## config.mk

```make
export PLATFORM = sky130hd
export DESIGN_NAME = kp_ctrl
export DESIGN_NICKNAME = d
export VERILOG_FILES = /design/src/rtl/core/kp_pkg.sv /design/src/rtl/core/kp_ctrl.sv
export SDC_FILE = /design/constraint.sdc
export NUM_CORES = 1
export LEC_CHECK = 0
export ABC_CLOCK_PERIOD_IN_PS = 6100
export BUFFER_PORTS_ARGS = -buffer_cell sky130_fd_sc_hd__clkbuf_2
export CORE_ASPECT_RATIO = 1.1
export CORE_MARGIN = 1
export CORE_UTILIZATION = 50
export DETAILED_ROUTE_END_ITERATION = 10
export PLACE_DENSITY = 0.78
export SYNTH_ARGS = -nofsm -noshare
export SYNTH_HDL_FRONTEND = slang
export SYNTH_SLANG_ARGS = --single-unit
```

## constraint.sdc

```tcl
create_clock -name clk_i -period 6.1 [get_ports clk_i]
set_input_delay 0.305 -clock clk_i [delete_from_list [all_inputs] [get_ports clk_i]]
set_output_delay 0.305 -clock clk_i [all_outputs]
set_load 0.02 [all_outputs]
```

## src/rtl/core/kp_pkg.sv

```systemverilog
// kp_pkg: shared constants and types for the 0-1 knapsack solver
// depends on nothing; used by kp_mem, kp_ctrl and knapsack_01_max_value_top
package kp_pkg;

  // table geometry
  localparam int unsigned MaxCap = 1023;
  localparam int unsigned Depth  = MaxCap + 1;
  localparam int unsigned AddrW  = $clog2(Depth);

  // field widths
  localparam int unsigned WeightW = 10;
  localparam int unsigned ValueW  = 16;
  localparam int unsigned BestW   = 32;
  localparam int unsigned CapW    = 10;

  localparam logic [CapW-1:0] CapReset = CapW'(1023);

  typedef logic [AddrW-1:0] addr_t;
  typedef logic [BestW-1:0] best_t;

  // memory request from the sequencer
  typedef struct packed {
    logic  rd_en;
    addr_t rd_addr_a;
    addr_t rd_addr_b;
    logic  wr_en;
    addr_t wr_addr;
    best_t wr_data;
  } mem_req_t;

endpackage

```

## src/rtl/core/kp_ctrl.sv

```systemverilog
// kp_ctrl: sweep sequencer, update datapath, result and clearing pass
// depends on kp_pkg; drives the table in kp_mem
module kp_ctrl (
  input  logic                        clk_i,
  input  logic                        rst_ni,
  input  logic                        start,
  input  logic [kp_pkg::WeightW-1:0]  item_weight_i,
  input  logic [kp_pkg::ValueW-1:0]   item_value_i,
  input  logic                        last_item_i,
  input  logic                        cfg_we_i,
  input  logic [kp_pkg::CapW-1:0]     cfg_wdata_i,
  input  kp_pkg::best_t               rd_data_a_i,
  input  kp_pkg::best_t               rd_data_b_i,
  output kp_pkg::mem_req_t            req_o,
  output logic                        busy,
  output logic                        strobe
);
  import kp_pkg::*;

  localparam logic [2:0] StIdle  = 3'd0;
  localparam logic [2:0] StSweep = 3'd1;
  localparam logic [2:0] StDrain = 3'd2;
  localparam logic [2:0] StRead  = 3'd3;
  localparam logic [2:0] StOut   = 3'd4;
  localparam logic [2:0] StClear = 3'd5;

  logic [2:0]         state_q, state_d;
  addr_t              cnt_q, cnt_d;
  logic [WeightW-1:0] w_q;
  logic [ValueW-1:0]  v_q;
  logic               last_q;
  logic [CapW-1:0]    cap_q;
  logic               s1_valid_q, s1_valid_d;
  addr_t              s1_addr_q, s1_addr_d;

  logic               accept;
  logic               too_heavy;
  addr_t              cap_eff;
  logic [BestW:0]     sum;
  best_t              cand;
  best_t              upd;

  assign accept    = start && (state_q == StIdle);
  assign too_heavy = 32'(w_q) > MaxCap;
  assign cap_eff   = (32'(cap_q) > MaxCap) ? AddrW'(MaxCap) : AddrW'(cap_q);

  // candidate value, saturating at all ones
  assign sum  = {1'b0, rd_data_b_i} + (BestW + 1)'(v_q);
  assign cand = sum[BestW] ? '1 : sum[BestW-1:0];
  assign upd  = (cand > rd_data_a_i) ? cand : rd_data_a_i;

  // capacity register
  always_ff @(posedge clk_i or negedge rst_ni) begin
    if (!rst_ni) begin
      cap_q <= CapReset;
    end else if (cfg_we_i) begin
      cap_q <= cfg_wdata_i;
    end
  end

  // item latch
  always_ff @(posedge clk_i) begin
    if (accept) begin
      w_q    <= item_weight_i;
      v_q    <= item_value_i;
      last_q <= last_item_i;
    end
  end

  // sequencer and read stage
  always_comb begin
    state_d    = state_q;
    cnt_d      = cnt_q;
    s1_valid_d = 1'b0;
    s1_addr_d  = s1_addr_q;
    req_o      = '0;
    case (state_q)
      StIdle: begin
        if (accept) begin
          state_d = StSweep;
          cnt_d   = AddrW'(MaxCap);
        end
      end
      StSweep: begin
        if (too_heavy) begin
          state_d = StDrain;
        end else begin
          req_o.rd_en     = 1'b1;
          req_o.rd_addr_a = cnt_q;
          req_o.rd_addr_b = AddrW'(cnt_q - AddrW'(w_q));
          s1_valid_d      = 1'b1;
          s1_addr_d       = cnt_q;
          if (cnt_q == AddrW'(w_q)) begin
            state_d = StDrain;
          end else begin
            cnt_d = cnt_q - AddrW'(1);
          end
        end
      end
      StDrain: begin
        state_d = last_q ? StRead : StIdle;
      end
      StRead: begin
        req_o.rd_en     = 1'b1;
        req_o.rd_addr_a = cap_eff;
        req_o.rd_addr_b = cap_eff;
        state_d         = StOut;
      end
      StOut: begin
        state_d = StClear;
        cnt_d   = AddrW'(MaxCap);
      end
      StClear: begin
        req_o.wr_en   = 1'b1;
        req_o.wr_addr = cnt_q;
        req_o.wr_data = '0;
        if (cnt_q == '0) begin
          state_d = StIdle;
        end else begin
          cnt_d = cnt_q - AddrW'(1);
        end
      end
      default: begin
        state_d = StIdle;
      end
    endcase
    // write-back stage of the sweep
    if (s1_valid_q) begin
      req_o.wr_en   = 1'b1;
      req_o.wr_addr = s1_addr_q;
      req_o.wr_data = upd;
    end
  end

  always_ff @(posedge clk_i or negedge rst_ni) begin
    if (!rst_ni) begin
      state_q    <= StClear;
      cnt_q      <= AddrW'(MaxCap);
      s1_valid_q <= 1'b0;
      s1_addr_q  <= '0;
    end else begin
      state_q    <= state_d;
      cnt_q      <= cnt_d;
      s1_valid_q <= s1_valid_d;
      s1_addr_q  <= s1_addr_d;
    end
  end

  assign busy   = (state_q != StIdle);
  assign strobe = (state_q == StOut);

endmodule

```

==> flow_summary.yaml <==
timing:
  worst-slew-pin-transition_ns: 0.921
  grt_setup_unrepaired: "false"
  final_max_slew_viol_count: 0
  finalSetupViolations: 0
  max_clock_freq_mhz: 171
  hold_ws_ns: 0.0771
  timing.final.hold_violations: 0
  fin_setup_tns_ns: 0
  period_needed_ns: 5.84
  final_min_period_over_clock_period: 0.957
  timing.slew.headroom: 0.384
  fin_skew_ns: 0.00530
route:
  detailedRoute.firstPassIterationCount: 5
  drc_markers: 0
  via_count: 5760
  detail_route.iter0.violations: 386
  wire_per_inst_um: 16.5
  detail_route.vias_per_cell: 5.87
  drtAntennaViolNets: 0
  drt-total-wl_um: 16100
grt:
  grt_remaining_overflow: 0
  grt_pass1_vias: 5515
  grt_max_degree: 41
  number_of_antenna_violations_at_the_first_check_in_global_routing: 0
  globalRouteTotalUtil: 0.274
  grt_pass1_wl_um: 26200
critical_path:
  r2r_start: "cnt_q[0]$_DFFE_PN1P_"
  worst_path_max_delay_cell: "sky130_fd_sc_hd__nor4_2"
  endpoint_kind: "primary output"
  crit_path_start: "v_q[0]$_DFFE_PP_"
  setup.worst_path.start_class: "flop"
  worst-endpoint-arrival_ns: 5.53
  cell_type_group_with_the_largest_total_delay_on_the_critical_path: "compound AO/OA/AOI/OAI gates"
  crit_path_cell_trace: "ha_1 -> fa_1 -> a211oi_1 -> o211ai_1 -> a31o_2 -> o211ai_2 -> buf_4 -> o21ai_1 -> ha_1 -> nand4_1 -> nor4_2 -> a211o_1 -> o22ai_1 -> nor2_1 -> nor3_1 -> a2111oi_0 -> clkbuf_2"
  timing.reg2reg.worst_path_depth: 9
  crit_path_max_incr_delay_ns: 0.50
  cp.buffers_inverters: 2
  critical_path.max_fanout: 28
  reg2reg_to: "cnt_q[7]$_DFFE_PN1P_"
  timing.critical_path.mode_cell: "sky130_fd_sc_hd__ha_1"
  worstPathRequired_ns: 5.79
  timing.setup.critical_path_class: "flop to primary output"
  reg2reg_setup_slack_ns: 3.17
floorplanning:
  initial_utilization: 0.517
  die-width_um: 104
  floorplan.io_pins: 171
  coreArea_um2: 11000
  fp.dieH_um: 114
  fp-row-count: 40
  die-area_um2: 11800
finish:
  fin_nets: 994
  diodes: 0
  postLayoutCellArea_um2: 6980
  final_cell_mix: "sky130_fd_sc_hd__clkbuf_2 (170), sky130_fd_sc_hd__nor2_1 (74), sky130_fd_sc_hd__nand2_1 (65)"
  synthToLayoutAreaGrowth_pct: 22.7
  final_common_cell: "sky130_fd_sc_hd__clkbuf_2"
  layoutNonFillerInstCount: 981
  final_layout_size_suffix_gt1_frac: 0.301
pwr:
  power.density_nw_per_um2: 373
  power.leakage_nw: 3.22
  ir_worst_vdd_mv: 0.340
clock_tree:
  cts_tree: "done"
  clock_latency_of_the_later_clocked_register_in_the_worst_skew_pair_ns: 0.33
  cts_setup_buffers: 0
  cts_sinks: 61
  clk_pin_slew_worst_setup_hold_paths_ns: 0.06
  h-tree-depth: 3
  cts_root_buffer: "sky130_fd_sc_hd__clkbuf_16"
  cts_hold_buffers: 0
  clock_tree.buffer_depth: 2
  numCtsBuffers: 9
place:
  placed_area_um2: 6660
  portBuffers: 170
  final_wtd_congestion: 0.981
  placed_cells: 965
  place_hpwl_um: 13200
synth:
  synth.yosys.warnings: 0
  netlist_area_um2: 5690
  number_of_enable_type_register_cells_in_the_synthesized_netlist: 27
  synth_seq_cells: 61
  postSynth.topFlopCell: "sky130_fd_sc_hd__edfxtp_1"
  postSynthCellCount: 671
  syn_area_per_cell_um2: 8.48
  mappedNetlistNets: 836
  asyncSetResetFlopFracSynth: 0.557
  synth-seq-area-share: 0.297
  synth.lib_cells_used.distinct: 67
status:
  run_status: "completed"
min_path:
  min_path_type: "input pin to asynchronous set/reset pin"
run:
  timing.max_cap.violations: 0
worst reg2reg max path, cell delays in order (launching register included):
cell and delay, ns:
sky130_fd_sc_hd__dfstp_2 0.60, sky130_fd_sc_hd__inv_1 0.09, sky130_fd_sc_hd__ha_1 0.24, sky130_fd_sc_hd__or4b_1 0.22, sky130_fd_sc_hd__nor3_1 0.09, sky130_fd_sc_hd__mux2_2 0.30, sky130_fd_sc_hd__a211oi_4 0.59, sky130_fd_sc_hd__nand3_2 0.20
sky130_fd_sc_hd__or4_1 0.44, sky130_fd_sc_hd__nand3_1 0.10
sequential cells by signal, indices dropped and copies added, names as in the netlist:
signal      cells
w_q            10
state_q         3
v_q            16
s1_valid_q      1
s1_addr_q      10
last_q          1
cap_eff        10
cnt_q          10
cell families (layout without fill, tap and decap cells):
| kind of cell | count (synthesis) | after routing | synth area share |
|---|---|---|---|
| xor+xnor | 29 | 29 | 0.0446 |
| buf+inv | 80 | 243 | 0.0549 |
| fa+ha+maj | 60 | 60 | 0.135 |
| compound gates | 180 | 180 | 0.215 |
| flops | 61 | 61 | 0.297 |
| mux | 32 | 32 | 0.0620 |
| simple gates | 229 | 229 | 0.192 |
how the worst max path moves through the flow:
stage | slack, ns | depth (start not counted) | endpoint
6_report | 0.26 | 17 | req_o[26]
5_1_grt | 0.04 | 17 | req_o[26]
4_1_cts | 0.16 | 17 | req_o[10]
3_5_place_dp | 0.49 | 18 | req_o[10]
3_3_place_gp | 0.64 | 19 | req_o[10]
2_1_floorplan | 0.76 | 18 | req_o[26]
synth_stat cells (5+ instances only):
cell / instances / area (um2)
sky130_fd_sc_hd__a311oi_1: 15 / 131
sky130_fd_sc_hd__a221oi_1: 8 / 70.1
sky130_fd_sc_hd__nand3_1: 20 / 100
sky130_fd_sc_hd__xnor2_1: 14 / 123
sky130_fd_sc_hd__o21a_1: 9 / 67.6
sky130_fd_sc_hd__mux2i_1: 6 / 60.1
sky130_fd_sc_hd__nor2_1: 75 / 282
sky130_fd_sc_hd__buf_2: 10 / 50.1
sky130_fd_sc_hd__o21ai_1: 15 / 75.1
sky130_fd_sc_hd__dfstp_2: 22 / 578
sky130_fd_sc_hd__and3_1: 5 / 31.3
sky130_fd_sc_hd__nor2b_1: 5 / 31.3
sky130_fd_sc_hd__and4_1: 6 / 52.6
sky130_fd_sc_hd__ha_1: 58 / 726
sky130_fd_sc_hd__o21ai_0: 13 / 65.1
sky130_fd_sc_hd__a22o_1: 10 / 87.6
sky130_fd_sc_hd__a31oi_1: 7 / 43.8
sky130_fd_sc_hd__edfxtp_1: 27 / 811
sky130_fd_sc_hd__nor3_1: 9 / 45.0
sky130_fd_sc_hd__clkbuf_1: 16 / 60.1
sky130_fd_sc_hd__a21o_1: 8 / 60.1
sky130_fd_sc_hd__o211ai_1: 6 / 45.0
sky130_fd_sc_hd__inv_1: 49 / 184
sky130_fd_sc_hd__nand4_1: 12 / 75.1
sky130_fd_sc_hd__nand2_1: 65 / 244
sky130_fd_sc_hd__dfrtp_1: 12 / 300
sky130_fd_sc_hd__xor2_1: 15 / 131
sky130_fd_sc_hd__mux2_2: 25 / 282
sky130_fd_sc_hd__a21oi_1: 55 / 275
sky130_fd_sc_hd__nand2b_1: 9 / 56.3
final cells by class:
cell class              instances  area (um2)
multi-input cells             530        3710
clock inverters                 5        37.5
flip-flops and latches         61        1690
fillers                       938        4030
inverters                      50         188
clock buffers                  11         275
well taps                     147         184
repair buffers                177         903
report_power, final:
group / switching (W) / leakage [nW] / internal (W)
registers: 0.0000861 / 0.600 / 0.000527
logic: 0.000939 / 2.47 / 0.000546
clock network: 0.000182 / 0.157 / 0.000326
total: 0.00121 / 3.22 / 0.00140
routing by layer:
layer / share of wire / global-route usage
met2: 0.46 / 0.468
met4: 0.029 / 0.117
met1: 0.43 / 0.344
met5: 0 / 0
met3: 0.077 / 0.0469
timing repair:
action / 4_1_cts / 5_1_grt
resized for setup: 0 / 4
hold endpoints to repair: 0 / 0
setup endpoints to repair: 0 / 21
per-stage QoR:
stage,utilization,setup slack (ns),power [W]
after floorplan,-,0.759,0.00163
after global placement,0.605,0.637,0.00205
after CTS,0.633,0.162,0.00261
after global routing,0.634,0.0367,0.00277
final,0.634,0.263,0.00261
after detailed placement,0.605,0.489,0.00209
No activity file was read; power rests on OpenSTA's default activity.
